### config.mk
export PLATFORM = sky130hd
export DESIGN_NAME = ple_cell
export DESIGN_NICKNAME = d
export VERILOG_FILES = /design/src/sv/ple_pkg.sv /design/src/sv/ple_cell.sv
export SDC_FILE = /design/constraint.sdc
export NUM_CORES = 1
export LEC_CHECK = 0
export BUFFER_PORTS_ARGS = -buffer_cell sky130_fd_sc_hd__buf_2
export CAP_MARGIN = 20
export CORE_UTILIZATION = 48
export CTS_CLUSTER_DIAMETER = 60
export DETAILED_ROUTE_END_ITERATION = 6
export PLACE_DENSITY_LB_ADDON = 0.08
export SKIP_LAST_GASP = 1
export SYNTH_ARGS = -nofsm -noshare
export SYNTH_HDL_FRONTEND = slang
export SYNTH_SLANG_ARGS = --single-unit
### constraint.sdc
create_clock -name clk -period 6.11 [get_ports clk]
set_clock_uncertainty 0.05 [all_clocks]
set_input_delay 0.9165 -clock clk [delete_from_list [all_inputs] [get_ports clk]]
set_output_delay 0.9165 -clock clk [all_outputs]
set_load 0.005 [all_outputs]
### src/sv/ple_pkg.sv
// Shared types, constants and helpers for the positional list engine.
// No dependencies; every other file takes names from here by scope.
`default_nettype none

package ple_pkg;

  // Store geometry
  localparam int CAPACITY  = 64;
  localparam int ELEM_W    = 32;
  localparam int VAL_W     = 32;
  localparam int POS_W     = 7;
  localparam int IDX_W     = $clog2(CAPACITY);
  localparam int CNT_W     = $clog2(CAPACITY + 1);

  // Result field widths
  localparam int STATUS_W  = 2;
  localparam int FIDX_W    = 6;
  localparam int COUNT_W   = 7;
  localparam int OPCODE_W  = 3;

  // Stream widths (fields packed from bit 0, padded to whole bytes)
  localparam int IN_BITS   = OPCODE_W + POS_W + VAL_W;
  localparam int IN_W      = ((IN_BITS + 7) / 8) * 8;
  localparam int OUT_BITS  = STATUS_W + VAL_W + FIDX_W + COUNT_W + 2;
  localparam int OUT_W     = ((OUT_BITS + 7) / 8) * 8;

  // Search / read tree: cells are taken in groups of eight
  localparam int GRP_SIZE  = 8;
  localparam int GRP_SEL_W = $clog2(GRP_SIZE);
  localparam int NGROUPS   = (CAPACITY + GRP_SIZE - 1) / GRP_SIZE;
  localparam int GRP_W     = (NGROUPS > 1) ? $clog2(NGROUPS) : 1;
  localparam int PAD_CELLS = NGROUPS * GRP_SIZE;

  typedef logic [ELEM_W-1:0] elem_t;

  typedef enum logic [OPCODE_W-1:0] {
    OP_INSERT   = 3'd0,
    OP_ERASE    = 3'd1,
    OP_RETRIEVE = 3'd2,
    OP_REPLACE  = 3'd3,
    OP_FIND     = 3'd4,
    OP_CLEAR    = 3'd5
  } op_t;

  typedef enum logic [STATUS_W-1:0] {
    ST_OK      = 2'd0,
    ST_RANGE   = 2'd1,
    ST_FULL    = 2'd2,
    ST_MISSING = 2'd3
  } status_t;

  // What each cell does at the commit edge
  typedef enum logic [1:0] {
    CELL_HOLD  = 2'd0,
    CELL_INS   = 2'd1,
    CELL_ERA   = 2'd2,
    CELL_WR    = 2'd3
  } cell_op_t;

  // Control broadcast along the chain
  typedef struct packed {
    cell_op_t           kind;
    logic [POS_W-1:0]   pos;
    logic [CNT_W-1:0]   count;
    elem_t              val;
  } cell_ctrl_t;

  // Input value to stored element (sign-extend or truncate)
  function automatic elem_t to_elem(input logic signed [VAL_W-1:0] v);
    return elem_t'(v);
  endfunction

  // Stored element to output value (sign-extend from element width)
  function automatic logic [VAL_W-1:0] from_elem(input elem_t e);
    logic signed [ELEM_W-1:0] s;
    s = $signed(e);
    return VAL_W'(s);
  endfunction

endpackage

`default_nettype wire

### src/sv/ple_cell.sv
// One list entry of the cell chain: shifts, loads and compares its word.
// Depends on ple_pkg.
`default_nettype none

module ple_cell (
  input  wire logic                    clk,
  input  wire logic [ple_pkg::IDX_W-1:0] idx,
  input  wire ple_pkg::cell_ctrl_t     ctrl,
  input  wire ple_pkg::elem_t          left_q,
  input  wire ple_pkg::elem_t          right_q,
  output ple_pkg::elem_t               q,
  output logic                         match
);

  ple_pkg::elem_t q_r, q_nxt;
  logic [ple_pkg::POS_W-1:0] my_pos;

  assign my_pos = ple_pkg::POS_W'(idx);

  // Next word: neighbour on a shift, new value on a write
  always_comb begin
    q_nxt = q_r;
    case (ctrl.kind)
      ple_pkg::CELL_INS: begin
        if (my_pos > ctrl.pos) q_nxt = left_q;
        else if (my_pos == ctrl.pos) q_nxt = ctrl.val;
      end
      ple_pkg::CELL_ERA: begin
        if (my_pos >= ctrl.pos) q_nxt = right_q;
      end
      ple_pkg::CELL_WR: begin
        if (my_pos == ctrl.pos) q_nxt = ctrl.val;
      end
      default: q_nxt = q_r;
    endcase
  end

  always_ff @(posedge clk) begin
    q_r <= q_nxt;
  end

  assign q     = q_r;
  // Only occupied cells take part in a search
  assign match = (q_r == ctrl.val) && (ple_pkg::CNT_W'(idx) < ctrl.count);

endmodule

`default_nettype wire

-- Word-level counts from Yosys, hierarchy flattened
Index checks and enable logic that the tools add are counted.
Widths: inputs -> output; s select.
- memories kept: 0
- memory bits (read-only): 0
- memory bits (writable): 0
- output and inout port bits: 33
- flip-flop bits (word level): 32
- bits in latches: 0
- multiply operators: 0
- shift-type cells: 0
- mux-type cells: 4
- reductions and logical operators: 3
- eq/ne operators: 6
- bitwise operators: 0
- divide/modulo/power cells: 0
- magnitude comparators: 3
- add/sub/neg operators: 0
- operators with widths (operator ; count):
    $mux 32 ; 3
    $pmux 32 s3 ; 1
    $eq 32x32->1 ; 1
    $eq 6x7->1 ; 1
    $ge 6x7->1 ; 1
    $gt 6x7->1 ; 1
    $lt 6x7->1 ; 1
    $eq 2x2->1 const B ; 2
    $reduce_bool 3->1 ; 1
    $eq 2x1->1 const B ; 1
    $ne 2x2->1 const B ; 1
    $reduce_and 2->1 ; 1
    $logic_and 1x1->1 ; 1

-- Longest topological paths before layout
- depth after elaboration: 4
- gate-level depth with buffers: 8
- mapped depth without buffers: 7

-- Least setup slack after synthesis
No wires, ideal clock.
- kind: input to register
- start point: input port ctrl[44] (netlist name)
- end point: register q_r[0], in the netlist q[0] (enable)
- stages on the path: 7
- setup time: 394 ps
- data arrival time: 2580 ps
- slack: 3086 ps
- required time: 5666 ps
- path through: inv_1 > ha_1 > nand4b_4 > clkbuf_1 > a31oi_1 > o21ai_0 > nand2b_1
- cells in the longest elaborated chain, start to end: 3
- ends and longest elaborated chain (item ; line ; source):
    start: declaration ; ple_cell.sv:8 ; input wire ple_pkg::cell_ctrl_t ctrl,
    $ge 6x7->1 ; ple_cell.sv:29 ; if (my_pos >= ctrl.pos) q_nxt = right_q;
    $ne 2x2->1 (no line) ; - ;
    $reduce_and 2->1 (no line) ; - ;
    end signal: assignment ; ple_cell.sv:39 ; q_r <= q_nxt;
    end: declaration ; ple_cell.sv:15 ; ple_pkg::elem_t q_r, q_nxt;
No other way between the ends.
A chain may end at the register's enable or synchronous reset.

-- Worst setup path after layout
- start point: input port ctrl[5] (netlist name)
- end point: output port match
- cells in the longest elaborated chain, start to end: 2
- ends and longest elaborated chain (item ; line ; source):
    $eq 32x32->1 ; ple_cell.sv:44 ; assign match = (q_r == ctrl.val) && (ple_pkg::CNT_W'(idx) < ctrl.count);
    $logic_and 1x1->1 ; ple_cell.sv:44 ;
    end: declaration ; ple_cell.sv:12 ; output logic match
No other way between the ends.

==> metrics <==
main combinational cell family by area after synthesis=compound AO/OA/AOI/OAI gates; placed cell area=0.00333 mm²; Rows=26; Fin. Hold Viols=0; die height=74.9 µm; FF-to-FF path depth=3; routability congestion estimate=0.765; Hold WC Path Type=reg2reg; Initial Util=0.500; clock slew at reported path FFs=0.07 ns; post-synthesis adder-cell area fraction=0.0539; Crit Path Max Fanout=2; YS warnings=0; max_cap viols=0; chip width=74.9 µm; hold_buf cts=0; Setup Viol. Count Final=0; gr ovfl total=0; Post-CTS Resized=0; Post-CTS Setup Bufs=0; status=complete, no violations; DRT Pass-1 Iters=5; multiplexer share of the synthesized area=0.00392; commonest cells in the netlist=a21oi_1 (34), o21ai_0 (34), a221o_1 (32), edfxtp_1 (32), nand2_1 (31); vias=2737; post-route clock period utilization=0.555; post-synthesis cell type count=33; DRT Wirelength=7750 µm; Slew Limit Fails=0; Via density=5.65; syn avg cell area=9.45 µm²; area leader, netlist=edfxtp_1; Final min period=3.39 ns; Hold Startpoint=q[18]$_DFFE_PP_; leakage=1.50 nW; Worst-Skew Late Latency=0.28 ns; DRC violations left=0; Slew HR=0.392; Min-Delay Path Depth=3; mapped cell area=0.00255 mm²; Mapped Nets=400; number of synthesized flops with an enable pin=32; reg-to-reg setup timing slack=4.84 ns; critical path class=in2out; CTS tree=yes; fmax=295 MHz; Die Area=0.00561 mm²; First DRT Iteration DRCs=152; Final #Nets=543; hpwl dp=5570 µm; Post-Synth XOR/XNOR Area=0.110; Hold Path Sink=q[18]$_DFFE_PP_; largest net degree at the start of global routing=36; final design instance area without fill=0.00344 mm²; diodes inserted=0; area grow syn2layout=34.8%; CTS root buffer=clkbuf_8; number of global-route vias before repair=2475; max reg flops=32; WL/cell=16.0 µm; post-route ant nets=0; simple-gate portion of the synthesized area=0.105; Synth Area in Compound Gates=0.293; Longest Clk Path Bufs=2; RR Startpoint=q[20]$_DFFE_PP_; ranking of synthesized cells by area=edfxtp_1 (38%), a221o_1 (13%), xnor2_1 (7.2%); PortBufs=151; first-pass GRT wire length=11500 µm; CP Capture Type=primary output; reg2reg end=q[20]$_DFFE_PP_; VDD IR max=177 µV; share of cells above drive strength 1=0.411; GRT Total Usage=0.277; clock tree sinks=32; Top FF cell, synth=edfxtp_1; CP Data Required Time=5.14 ns; H-tree depth=2; Seq/Total Area, Yosys=0.376; Final Hold Slack=0.746 ns; asr flop ratio synth=0; Cells after Synth=270; antenna violations before repair=0; arrival time worst endpoint=2.42 ns; total CTS buffers=5; RSZ-0062 raised after global routing=false; Worst-Margin Slew=0.908 ns; CP Launch Type=input pin; core area=0.00511 mm²; #FFs+latches synth=32; Power Dens Cells=218 mW/mm²; number of I/O pins=152; setup TNS=0 ns; post-synth top area share=0.376
-- worst max-delay path: stages --
cell and delay [ns]:
buf_2 0.12, xnor2_1 0.25, nand4_1 0.15, nor4_1 0.41, nand4_1 0.18, nor4_1 0.22, buf_2 0.16
-- worst max path at each step --
| stage | from | endpoint | slack (ns) | cells past startpoint |
|---|---|---|---|---|
| after CTS | ctrl[5] | match | 2.75 | 7 |
| after global routing | ctrl[5] | match | 2.63 | 7 |
| after floorplan | ctrl[44] | q[0]$_DFFE_PP_ | 3.09 | 7 |
| final | ctrl[5] | match | 2.72 | 7 |
| after global placement | idx[5] | q[22]$_DFFE_PP_ | 2.59 | 7 |
| after detailed placement | idx[5] | q[22]$_DFFE_PP_ | 2.54 | 7 |
-- cells in the final DEF (no fill, tap or decap), drive strengths merged --
cell type  instances
nand3              1
a211oi             1
a221o             32
nand2             31
nand4              6
a2bb2oi            1
nand3b             1
inv               12
xor2              11
o21bai             2
nor2               5
o21ai             35
bufinv             1
a21o               1
edfxtp            32
nand2b             2
nand4b             2
ha                11
a21boi             1
nor2b              1
mux2i              1
nor3               1
a21oi             35
buf              155
clkbuf             6
clkinv             1
nor4               4
xnor2             21
a31oi              1
-- final cells by class --
type / instances / area (µm²)
Clock buffer: 6 / 72.6
Clock inverter: 2 / 35.0
Fill cell: 446 / 1670
Inverter: 12 / 45.0
Multi-Input combinational cell: 207 / 1450
Sequential cell: 32 / 961
Tap cell: 70 / 87.6
Timing Repair Buffer: 155 / 786
-- kinds of logic after synthesis --
group,after synthesis
AO/OA/AOI/OAI,109
XOR/XNOR,32
adder cells (fa/ha/maj),11
buffers and inverters,31
flip-flops,32
multiplexers,1
AND/OR/NAND/NOR,54
-- stage by stage --
step	setup slack [ns]	power [mW]	cells	utilization
6_report	2.72	0.750	484	0.673
4_1_cts	2.75	0.748	484	0.673
2_1_floorplan	3.09	0.445	270	-
5_1_grt	2.63	0.788	484	0.673
3_3_place_gp	2.59	0.540	476	0.652
3_5_place_dp	2.54	0.546	476	0.652
-- power breakdown --
part	switching, mW	internal [mW]	leakage [nW]
registers	0.0259	0.284	0.318
logic	0.115	0.119	1.13
clock network	0.0851	0.121	0.0552
total	0.226	0.524	1.50
-- layer usage --
metal / wire length, µm / up-vias / part of all wire / global-route usage
li1: - / 1317 / - / -
met1: 3290 / 1267 / 0.42 / 0.368
met2: 3680 / 141 / 0.47 / 0.457
met3: 655 / 12 / 0.085 / 0.0535
met4: 126 / 0 / 0.016 / 0.0839
met5: 0 / - / 0 / 0
Note: power is estimated with default switching activity, not from simulation.
