<file path="src/sv/ple_pkg.sv">
// Shared types, constants and helpers for the positional list engine.
// No dependencies; every other file takes names from here by scope.
`default_nettype none

package ple_pkg;

  // Store geometry
  localparam int CAPACITY  = 64;
  localparam int ELEM_W    = 32;
  localparam int VAL_W     = 32;
  localparam int POS_W     = 7;
  localparam int IDX_W     = $clog2(CAPACITY);
  localparam int CNT_W     = $clog2(CAPACITY + 1);

  // Result field widths
  localparam int STATUS_W  = 2;
  localparam int FIDX_W    = 6;
  localparam int COUNT_W   = 7;
  localparam int OPCODE_W  = 3;

  // Stream widths (fields packed from bit 0, padded to whole bytes)
  localparam int IN_BITS   = OPCODE_W + POS_W + VAL_W;
  localparam int IN_W      = ((IN_BITS + 7) / 8) * 8;
  localparam int OUT_BITS  = STATUS_W + VAL_W + FIDX_W + COUNT_W + 2;
  localparam int OUT_W     = ((OUT_BITS + 7) / 8) * 8;

  // Search / read tree: cells are taken in groups of eight
  localparam int GRP_SIZE  = 8;
  localparam int GRP_SEL_W = $clog2(GRP_SIZE);
  localparam int NGROUPS   = (CAPACITY + GRP_SIZE - 1) / GRP_SIZE;
  localparam int GRP_W     = (NGROUPS > 1) ? $clog2(NGROUPS) : 1;
  localparam int PAD_CELLS = NGROUPS * GRP_SIZE;

  typedef logic [ELEM_W-1:0] elem_t;

  typedef enum logic [OPCODE_W-1:0] {
    OP_INSERT   = 3'd0,
    OP_ERASE    = 3'd1,
    OP_RETRIEVE = 3'd2,
    OP_REPLACE  = 3'd3,
    OP_FIND     = 3'd4,
    OP_CLEAR    = 3'd5
  } op_t;

  typedef enum logic [STATUS_W-1:0] {
    ST_OK      = 2'd0,
    ST_RANGE   = 2'd1,
    ST_FULL    = 2'd2,
    ST_MISSING = 2'd3
  } status_t;

  // What each cell does at the commit edge
  typedef enum logic [1:0] {
    CELL_HOLD  = 2'd0,
    CELL_INS   = 2'd1,
    CELL_ERA   = 2'd2,
    CELL_WR    = 2'd3
  } cell_op_t;

  // Control broadcast along the chain
  typedef struct packed {
    cell_op_t           kind;
    logic [POS_W-1:0]   pos;
    logic [CNT_W-1:0]   count;
    elem_t              val;
  } cell_ctrl_t;

  // Input value to stored element (sign-extend or truncate)
  function automatic elem_t to_elem(input logic signed [VAL_W-1:0] v);
    return elem_t'(v);
  endfunction

  // Stored element to output value (sign-extend from element width)
  function automatic logic [VAL_W-1:0] from_elem(input elem_t e);
    logic signed [ELEM_W-1:0] s;
    s = $signed(e);
    return VAL_W'(s);
  endfunction

endpackage

`default_nettype wire

</file>
<file path="src/sv/ple_group.sv">
// Registered first level of the read/search tree over eight cells.
// Depends on ple_pkg.
`default_nettype none

module ple_group (
  input  wire logic                           clk,
  input  wire logic                           load,
  input  wire ple_pkg::elem_t                 words [ple_pkg::GRP_SIZE],
  input  wire logic [ple_pkg::GRP_SIZE-1:0]   hits,
  input  wire logic [ple_pkg::GRP_SEL_W-1:0]  sel,
  output ple_pkg::elem_t                      word_r,
  output logic                                any_r,
  output logic [ple_pkg::GRP_SEL_W-1:0]       first_r
);

  logic [ple_pkg::GRP_SEL_W-1:0] first_nxt;

  // Lowest matching cell within the group
  always_comb begin
    first_nxt = '0;
    for (int k = ple_pkg::GRP_SIZE - 1; k >= 0; k--) begin
      if (hits[k]) first_nxt = ple_pkg::GRP_SEL_W'(k);
    end
  end

  always_ff @(posedge clk) begin
    if (load) begin
      word_r  <= words[sel];
      any_r   <= |hits;
      first_r <= first_nxt;
    end
  end

endmodule

`default_nettype wire

</file>
<file path="config.mk">
export PLATFORM = sky130hd
export DESIGN_NAME = ple_group
export DESIGN_NICKNAME = d
export VERILOG_FILES = /design/src/sv/ple_pkg.sv /design/src/sv/ple_group.sv
export SDC_FILE = /design/constraint.sdc
export NUM_CORES = 1
export LEC_CHECK = 0
export ABC_AREA = 1
export BUFFER_PORTS_ARGS = -buffer_cell sky130_fd_sc_hd__buf_4
export CAP_MARGIN = 20
export CORE_AREA = 3 3 118 120
export DETAILED_ROUTE_END_ITERATION = 8
export DIE_AREA = 0 0 121 123
export GPL_TIMING_DRIVEN = 0
export HOLD_SLACK_MARGIN = 0.06
export MAX_ROUTING_LAYER = met4
export PLACE_DENSITY = 0.61
export SYNTH_ARGS = -nofsm -noshare
export SYNTH_HDL_FRONTEND = slang
export SYNTH_SLANG_ARGS = --single-unit
</file>
<file path="constraint.sdc">
create_clock -name clk -period 2.3 [get_ports clk]
set_input_delay 0.575 -clock clk [delete_from_list [all_inputs] [get_ports clk]]
set_output_delay 0.575 -clock clk [all_outputs]
set_load 0.02 [all_outputs]
</file>
* Word-level counts from Yosys, hierarchy flattened
Index checks and enable logic that the tools add are counted.
** Word-level totals
- Flip-flop bits (word level) :: 36
- Input bits :: 269
- Output and inout port bits :: 36
- Logic and storage cells :: 20
** Operators by class
- Order comparisons :: 1
- Multiplexer cells :: 10
- Bitwise gates (word level) :: 1
- Reduce and logical (&&, ||, !) cells :: 3
** Operator list (number)
- 32-bit binary-select mux with 3-bit select :: 1
- 32-bit 2-to-1 mux :: 2
- 3-bit 2-to-1 mux :: 4
- 8-bit OR reduction :: 1
- 4-bit >= comparator, second input constant :: 1
- 2-bit 2-to-1 mux :: 2
- 3-bit inverter with 4-bit output :: 1
- 4-bit OR reduction :: 1
- 2-bit OR reduction :: 1
- 1-bit 2-to-1 mux :: 1

* Longest topological paths before layout
Gate-level depths: netlist of the first run.
- Word-level depth :: 7
- Mapped depth :: 9
- Gate-level depth less buffers :: 7

* Worst setup path before layout of the first run
Ideal clock, no wire load.
- Path kind :: input -> register
- Start :: in sel[1] (netlist bit)
- End :: reg word_r[17], data pin
- Library setup time :: 0.253 ns
- Arrival time :: 1.295 ns
- Required time :: 2.047 ns
- Setup slack :: 0.752 ns
- Stages :: 7
- Buffers on the path :: 2
- Path through :: buf_2 buf_1 nor2_1 o21ai_0 o21ai_0 nand2_1 nand2_1
** On the way
- Longest elaborated chain between the ends :: 4
** RTL lines
- start, declared :: line ple_group.sv:10 : input wire logic [ple_pkg::GRP_SEL_W-1:0] sel,
- 3-bit inverter with 4-bit output (implied by the code) :: line ple_group.sv:28 : word_r <= words[sel];
- 32-bit binary-select mux with 3-bit select :: line ple_group.sv:28
- 32-bit 2-to-1 mux (implied by the code) (2 in a row) :: line ple_group.sv:28
- end signal, assigned :: line ple_group.sv:28
- end, declared :: line ple_group.sv:11 : output ple_pkg::elem_t word_r,
Every way passes these cells. The select of a mux whose other input is x is not followed.
A chain may end at the register's enable or synchronous reset.

* Worst setup path after layout of the first run
- Start :: in sel[0] (netlist bit)
- End :: reg word_r[10], data pin
Same word-level chain as after synthesis.

==> impl_metrics.ini, run 1 <==
[run_status]
outcome = finished, final reports clean

[sta]
tightest_slew_ps = 604
rsz0062_at_grt = false
maxSlewHeadroom_pct = 59.8
post-route-period-util_pct = 73.2
hold_viol = 0
slew_viol_final = 0
final.setup.tns_ps = 0
fmax_mhz = 594
setup_viol = 0
finalCriticalPeriod_ps = 1680

[yosys]
ys_warn_count = 0
synth_top_area_share_pct = 30.0
yosys-top-cells-area = edfxtp_1 (30%), nor2_1 (23%), o21ai_0 (18%)
syn_inst = 622
syn-num-nets = 891
ys_types = 20
synth.avg_cell_area_um2 = 5.79
synthesis.area_mm2 = 0.00360
synth_area_leader_cell = edfxtp_1
ys_seq_area_share_pct = 30.0
synth-seq-cells = 36

[drt]
wl_per_cell_um = 16.9
first_iter_violations = 305
drtPass1Iterations = 5
drc = 0
wirelength_um = 18700
ant_nets = 0
avgViaCountPerCell = 4.66
vias = 5167

[cells_and_area]
final_cell_count_no_fill = 1108
final_cell_mix = buf_4 (309), nor2_1 (225), nand2_1 (135)
syn_to_final_growth_pct = 73.5
layout_commonest_cell = buf_4
final_area_mm2 = 0.00625
drive_gt1_share_pct = 36.7
antennaDiodeCount = 0
layout.nets = 1200
fillers = 1387

[critical_path]
cp_slowest_cell = clkbuf_1
cp-start-kind = primary input
path_buf_inv = 4
required_ps = 2470
end_kind = flop
critPathMaxStageDelay_ps = 480
cp_max_fo = 10
crit_cells = 8
critical_path_class = in2reg
arrival_ps = 1850
cpLargestDelayFamily = buffers and inverters
worstPathCellList = buf_4 > inv_2 > buf_6 > clkbuf_1 > o21ai_0 > o21ai_0 > nand2_1 > nand2_1

[floorplanning]
coreArea_mm2 = 0.0131
rows = 42
die_y_um = 123
die_area_mm2 = 0.0149
ios = 305
start_util_pct = 27.5
dieWidth_um = 121

[clocking]
cts-resized-gates = 0
ctsHtreeMaxLevel = 2
cts.sinks = 36
postCtsHoldBufs = 0
cts_made_buffers = 5
cts_root_buf = clkbuf_16
clk_pin_slew_ps = 60
cts_tree = yes
clk_path_buf_depth = 2
post_cts.repair.setup_buffers = 0

[pwr]
p_leak_nw = 3.14
p_sw_share_pct = 31.3
switching_power_mw = 0.840
finalPower_mw = 2.69
seqPwrFrac_pct = 30.8
power.clock.fraction_pct = 30.2
combPwrFrac_pct = 39.0
p_per_area_mw_per_mm2 = 429
p_int_mw = 1.85
irDropWorstVdd_mv = 0.211

[worst_hold_path]
worstHoldPathCells = 2
hp-class = in2reg

[global_routing]
antenna_found_initial = 0
grt_remaining_overflow = 0
grt_usage_pct = 24.5
grt_pass1_wl_um = 27200
grt_max_degree = 37
grt_pass1_vias = 5025

[placed_design]
hpwl_um = 14600
portBuffers = 302
placed_cells = 1100
dpl_cell_area_mm2 = 0.00609
place_congestion = 0.890

[flow_run]
cap_violations = 0
## power by group through the flow
stage                     logic (mW)  registers, mW  clock network [mW]
final                           1.05          0.827               0.812
after CTS                       1.05          0.828               0.817
after detailed placement        1.05          0.841                   0
after global routing            1.15          0.834               0.835
after floorplan                0.366          0.930                   0
after global placement          1.04          0.840                   0
## final timing paths
check / from / to / slack [ps]
worst max-delay path: sel[0] / word_r[10]$_DFFE_PP_ / 620
worst min-delay path: hits[0] / first_r[0]$_SDFFCE_PP0P_ / 570
## layout make-up
| cell class | instances | area [µm²] | area share, % |
|---|---|---|---|
| multi-input combinational | 526 | 2190 | 35.0 |
| inverter | 11 | 41.3 | 0.660 |
| buffer | 49 | 295 | 4.72 |
| clock buffer | 5 | 125 | 2.00 |
| tap | 176 | 220 | 3.52 |
| clock inverter | 3 | 37.5 | 0.600 |
| timing repair buffer | 302 | 2270 | 36.3 |
| sequential | 36 | 1080 | 17.3 |
## metrics by stage
step | utilization, % | hold WS, ps | worst slack [ps]
global route | 47.8 | 573 | 490
CTS | 47.8 | 560 | 637
detailed placement | 46.5 | 862 | 333
global placement | 46.5 | 865 | 359
finish | 47.8 | 568 | 617
floorplan | - | 687 | 752
## cell families after synthesis
family          Yosys count  synth area share [%]
simple gates            364                  38.1
compound gates          162                  22.5
flops                    36                  30.0
buf+inv                  60                  9.34
## flip-flops by register name, summed over array words and instances (netlist names)
name / count
first_r: 3
word_r: 32
any_r: 1
## cells in the mapped netlist, drive strengths merged
cell type and n:
nor2 225, o21ai 160, nand2 135, edfxtp 36
buf 31, clkbuf 18, inv 11, a21oi 1
a31oi 1, nand3 1, nand4 1, nor3 1
or2 1
## per-layer routing
metal | share of wire [%] | track usage (%) | wire length [µm]
met1 | 41 | 30.1 | 7740
met2 | 49 | 41.4 | 9220
met3 | 7.3 | 4.39 | 1370
met4 | 2.0 | 7.08 | 376
met5 | 0 | - | 0
No activity file was read; power rests on OpenSTA's default activity.
==> run 2: changes to the inputs <==
ABC_AREA = 0   (was 1)
PLACE_DENSITY = 0.58   (was 0.61)
clock period = 1.7 ns   (was 2.3 ns; I/O delays follow)
==> impl_metrics.ini, run 2 <==
[run_status]
outcome = finished, final reports clean

[cells_and_area]
final_cell_mix = buf_4 (301), mux4_2 (60), edfxtp_1 (36)
final_cell_count_no_fill = 648
layout.nets = 740
largest_registers = word_r (32), first_r (3), any_r (1)
drive_gt1_share_pct = 88.1
final_area_mm2 = 0.00581
layout_commonest_cell = buf_4
regMostFlops = word_r
syn_to_final_growth_pct = 79.6
antennaDiodeCount = 0
final_util_pct = 44.4
largest_reg_flops = 32

[yosys]
synth.avg_cell_area_um2 = 19.8
synth_flop_cell = edfxtp_1
synth.top_cells.by_count = mux4_1 (40), edfxtp_1 (36), mux2_2 (32)
ys_types = 17
async_reset_ff_share_pct = 0
yosys-top-cells-area = edfxtp_1 (33%), mux4_1 (33%), mux4_2 (17%)
ys_seq_area_share_pct = 33.4
synth.most_common_cell = mux4_1
synth-seq-cells = 36
syn-num-nets = 432
ys_warn_count = 0
synth_area_leader_cell = edfxtp_1
syn_inst = 163
synthesis.area_mm2 = 0.00323
synth_top_area_share_pct = 33.4
synth_edf_count = 36

[floorplanning]
die_y_um = 123
rows = 42
dieWidth_um = 121
coreArea_mm2 = 0.0131
ios = 305
die_area_mm2 = 0.0149
start_util_pct = 24.7

[drt]
avgViaCountPerCell = 4.72
wl_per_cell_um = 19.3
vias = 3057
drc = 0
wirelength_um = 12500
drtPass1Iterations = 4
ant_nets = 0
first_iter_violations = 54

[global_routing]
grt_pass1_vias = 3324
grt_usage_pct = 16.4
grt_remaining_overflow = 0
antenna_found_initial = 0
grt_max_degree = 37
grt_pass1_wl_um = 17800

[critical_path]
cp-startpoint = sel[2]
cp_max_fo = 10
critical_path_class = in2reg
required_ps = 1720
arrival_ps = 1620
cp-start-kind = primary input
end_kind = flop

[sta]
setup_viol = 0
setup_ws_ps = 99.7
post-route-period-util_pct = 94.1
slew_viol_final = 0
fmax_mhz = 625
hold_viol = 0
maxSlewHeadroom_pct = 62.5
whs_ps = 450
tightest_slew_ps = 563
finalCriticalPeriod_ps = 1600
rsz0062_at_grt = false

[clocking]
cts_root_buf = clkbuf_16
cts_made_buffers = 5
cts_tree = yes
ctsHtreeMaxLevel = 2
postCtsHoldBufs = 0
cts.sinks = 36
clk_path_buf_depth = 2
clk_pin_slew_ps = 50

[placed_design]
hpwl_um = 10600
portBuffers = 301
place_congestion = 0.781
preCtsSetupSlack_ps = -503
placed_cells = 640
dpl_cell_area_mm2 = 0.00564

[pwr]
p_per_area_mw_per_mm2 = 601
irDropWorstVdd_mv = 0.328
p_leak_nw = 2.56

[worst_hold_path]
hold_end = any_r$_DFFE_PP_
worstHoldPathCells = 3
hp-class = in2reg
min_from = hits[0]

[flow_run]
cap_violations = 0
[run 2: critical path, stage by stage]
cell and delay, ps:
clkbuf_2 220, buf_2 340, mux4_2 370, mux2_2 270
[run 2: report_power, final]
group	internal (mW)	switching, mW
Clock	0.690	0.352
Sequential	1.10	0.0285
Combinational	0.854	0.462
Total	2.65	0.842
[run 2: logic make-up after synthesis]
group	share of synthesized area, %
DFF	33.4
and+or+nand+nor	1.24
muxes	60.4
AOI/OAI and AO/OA	0.890
buffers and inverters	4.06
[run 2: metal layers]
layer  track usage [%]  part of all wire, %
met1              18.2                   35
met3              3.11                  7.2
met5                 -                    0
met4              3.97                  1.7
met2              30.3                   56
[run 2: layout make-up]
cell class | count | area (µm²)
buffer | 18 | 193
clock inverter | 2 | 35.0
timing repair buffer | 301 | 2260
fill | 1204 | 7280
tap | 176 | 220
clock buffer | 6 | 129
sequential | 36 | 1080
multi-input combinational | 108 | 1890
inverter | 1 | 3.75
[run 2: repair_timing]
| action | 4_1_cts | 5_1_grt |
|---|---|---|
| endpoints found under the setup margin | 32 | 10 |
| resized for setup | 2 | 1 |
| cloned | 0 | 0 |
| setup buffers | 0 | 0 |
[run 2: metrics by stage]
step | power (mW) | TNS, ps
6_report | 3.49 | 0
5_1_grt | 3.66 | 0
4_1_cts | 3.55 | 0
3_5_place_dp | 2.49 | -15330
3_3_place_gp | 2.47 | -13900
2_1_floorplan | 1.75 | -715
[run 2: how the worst max path moves through the flow]
| stage | endpoint | depth (start not counted) |
|---|---|---|
| after floorplan | word_r[10]$_DFFE_PP_ | 4 |
| after global placement | word_r[28]$_DFFE_PP_ | 4 |
| after detailed placement | word_r[16]$_DFFE_PP_ | 4 |
| after CTS | word_r[28]$_DFFE_PP_ | 3 |
| after global routing | word_r[8]$_DFFE_PP_ | 4 |
| final | word_r[16]$_DFFE_PP_ | 4 |
==> run 3: changes to the inputs <==
RECOVER_POWER = 100   (was not set)
==> impl_metrics.ini, run 3 (synthesis results as in run 2) <==
[run_status]
outcome = finished, final reports clean

[critical_path]
end_kind = flop
cp-start-kind = primary input
required_ps = 1720
critical_path_class = in2reg
cp_max_fo = 10
arrival_ps = 1620

[drt]
wirelength_um = 12500
drtPass1Iterations = 4
ant_nets = 0
avgViaCountPerCell = 4.72
vias = 3058
wl_per_cell_um = 19.4
first_iter_violations = 56
drc = 0

[pwr]
p_per_area_mw_per_mm2 = 602
irDropWorstVdd_mv = 0.326
p_leak_nw = 2.42

[cells_and_area]
largest_registers = word_r (32), first_r (3), any_r (1)
final_area_mm2 = 0.00566
syn_to_final_growth_pct = 75.1
layout.nets = 740
layout_commonest_cell = buf_4
drive_gt1_share_pct = 80.1
final_cell_mix = buf_4 (262), mux4_2 (60), clkbuf_1 (40)
antennaDiodeCount = 0
final_cell_count_no_fill = 648
largest_reg_flops = 32
regMostFlops = word_r
final_util_pct = 43.3

[worst_hold_path]
worstHoldPathCells = 3
min_from = hits[3]
hp-class = in2reg
hold_end = any_r$_DFFE_PP_

[global_routing]
grt_max_degree = 37
antenna_found_initial = 0
grt_remaining_overflow = 0
grt_usage_pct = 16.4
grt_pass1_wl_um = 17800
grt_pass1_vias = 3324

[placed_design]
placed_cells = 640
dpl_cell_area_mm2 = 0.00564
place_congestion = 0.781
preCtsSetupSlack_ps = -503
portBuffers = 301
hpwl_um = 10600

[sta]
fmax_mhz = 624
finalCriticalPeriod_ps = 1600
post-route-period-util_pct = 94.3
setup_viol = 0
tightest_slew_ps = 980
hold_viol = 0
setup_ws_ps = 97.5
rsz0062_at_grt = false
slew_viol_final = 0
maxSlewHeadroom_pct = 34.7

[floorplanning]
die_y_um = 123
coreArea_mm2 = 0.0131
dieWidth_um = 121
ios = 305
die_area_mm2 = 0.0149
rows = 42
start_util_pct = 24.7

[clocking]
cts_root_buf = clkbuf_16
clk_pin_slew_ps = 50
post_cts.repair.setup_buffers = 0
clk_path_buf_depth = 2
cts.sinks = 36
cts_tree = yes
cts_made_buffers = 5
cts-resized-gates = 2
ctsHtreeMaxLevel = 2
postCtsHoldBufs = 0

[flow_run]
cap_violations = 0
[run 3: cell types whose count changed in the layout (fill, tap and decap cells not counted)]
| cell | before | now |
|---|---|---|
| clkbuf_1 | 1 | 40 |
| buf_4 | 301 | 262 |
| clkbuf_2 | 3 | 5 |
| buf_1 | 2 | 1 |
| buf_2 | 6 | 5 |
[run 3: final cells by class]
cell class                 count  area [µm²]
clock buffer                   6         129
buffer                        18         193
multi-input combinational    108        1890
timing repair buffer         301        2110
tap                          176         220
sequential                    36        1080
inverter                       1        3.75
fill                        1239        7420
clock inverter                 2        35.0
[run 3: power breakdown]
part | internal, mW | switching [mW]
clock network | 0.690 | 0.351
registers | 1.11 | 0.0268
logic | 0.772 | 0.464
[run 3: worst max-delay path, cell delays in order]
cell and delay (ps):
clkbuf_2 220, buf_2 340, mux4_2 350, mux2_2 280
[run 3: worst max-delay path by stage]
| stage | slack, ps | startpoint | end | depth (start not counted) |
|---|---|---|---|---|
| after floorplan | -20 | sel[2] | word_r[10]$_DFFE_PP_ | 4 |
| final | 100 | sel[2] | word_r[21]$_DFFE_PP_ | 4 |
| after detailed placement | -500 | sel[2] | word_r[16]$_DFFE_PP_ | 4 |
| after global routing | 4 | sel[2] | word_r[8]$_DFFE_PP_ | 4 |
| after CTS | 10 | sel[0] | word_r[28]$_DFFE_PP_ | 3 |
| after global placement | -450 | sel[2] | word_r[28]$_DFFE_PP_ | 4 |
[run 3: metal layers]
layer	up-vias	GRT usage (%)	wire [µm]
met5	-	-	0
met4	0	3.97	213
met3	14	3.11	851
met2	162	30.3	7030
met1	1515	18.2	4450
li1	1367	-	-
[run 3: through the flow]
| stage | hold WS (ps) | setup TNS (ps) | power (mW) |
|---|---|---|---|
| 3_3_place_gp | 730 | -13900 | 2.47 |
| 4_1_cts | 443 | 0 | 3.55 |
| 2_1_floorplan | 537 | -715 | 1.75 |
| 3_5_place_dp | 730 | -15330 | 2.49 |
| 6_report | 453 | 0 | 3.41 |
| 5_1_grt | 453 | 0 | 3.58 |
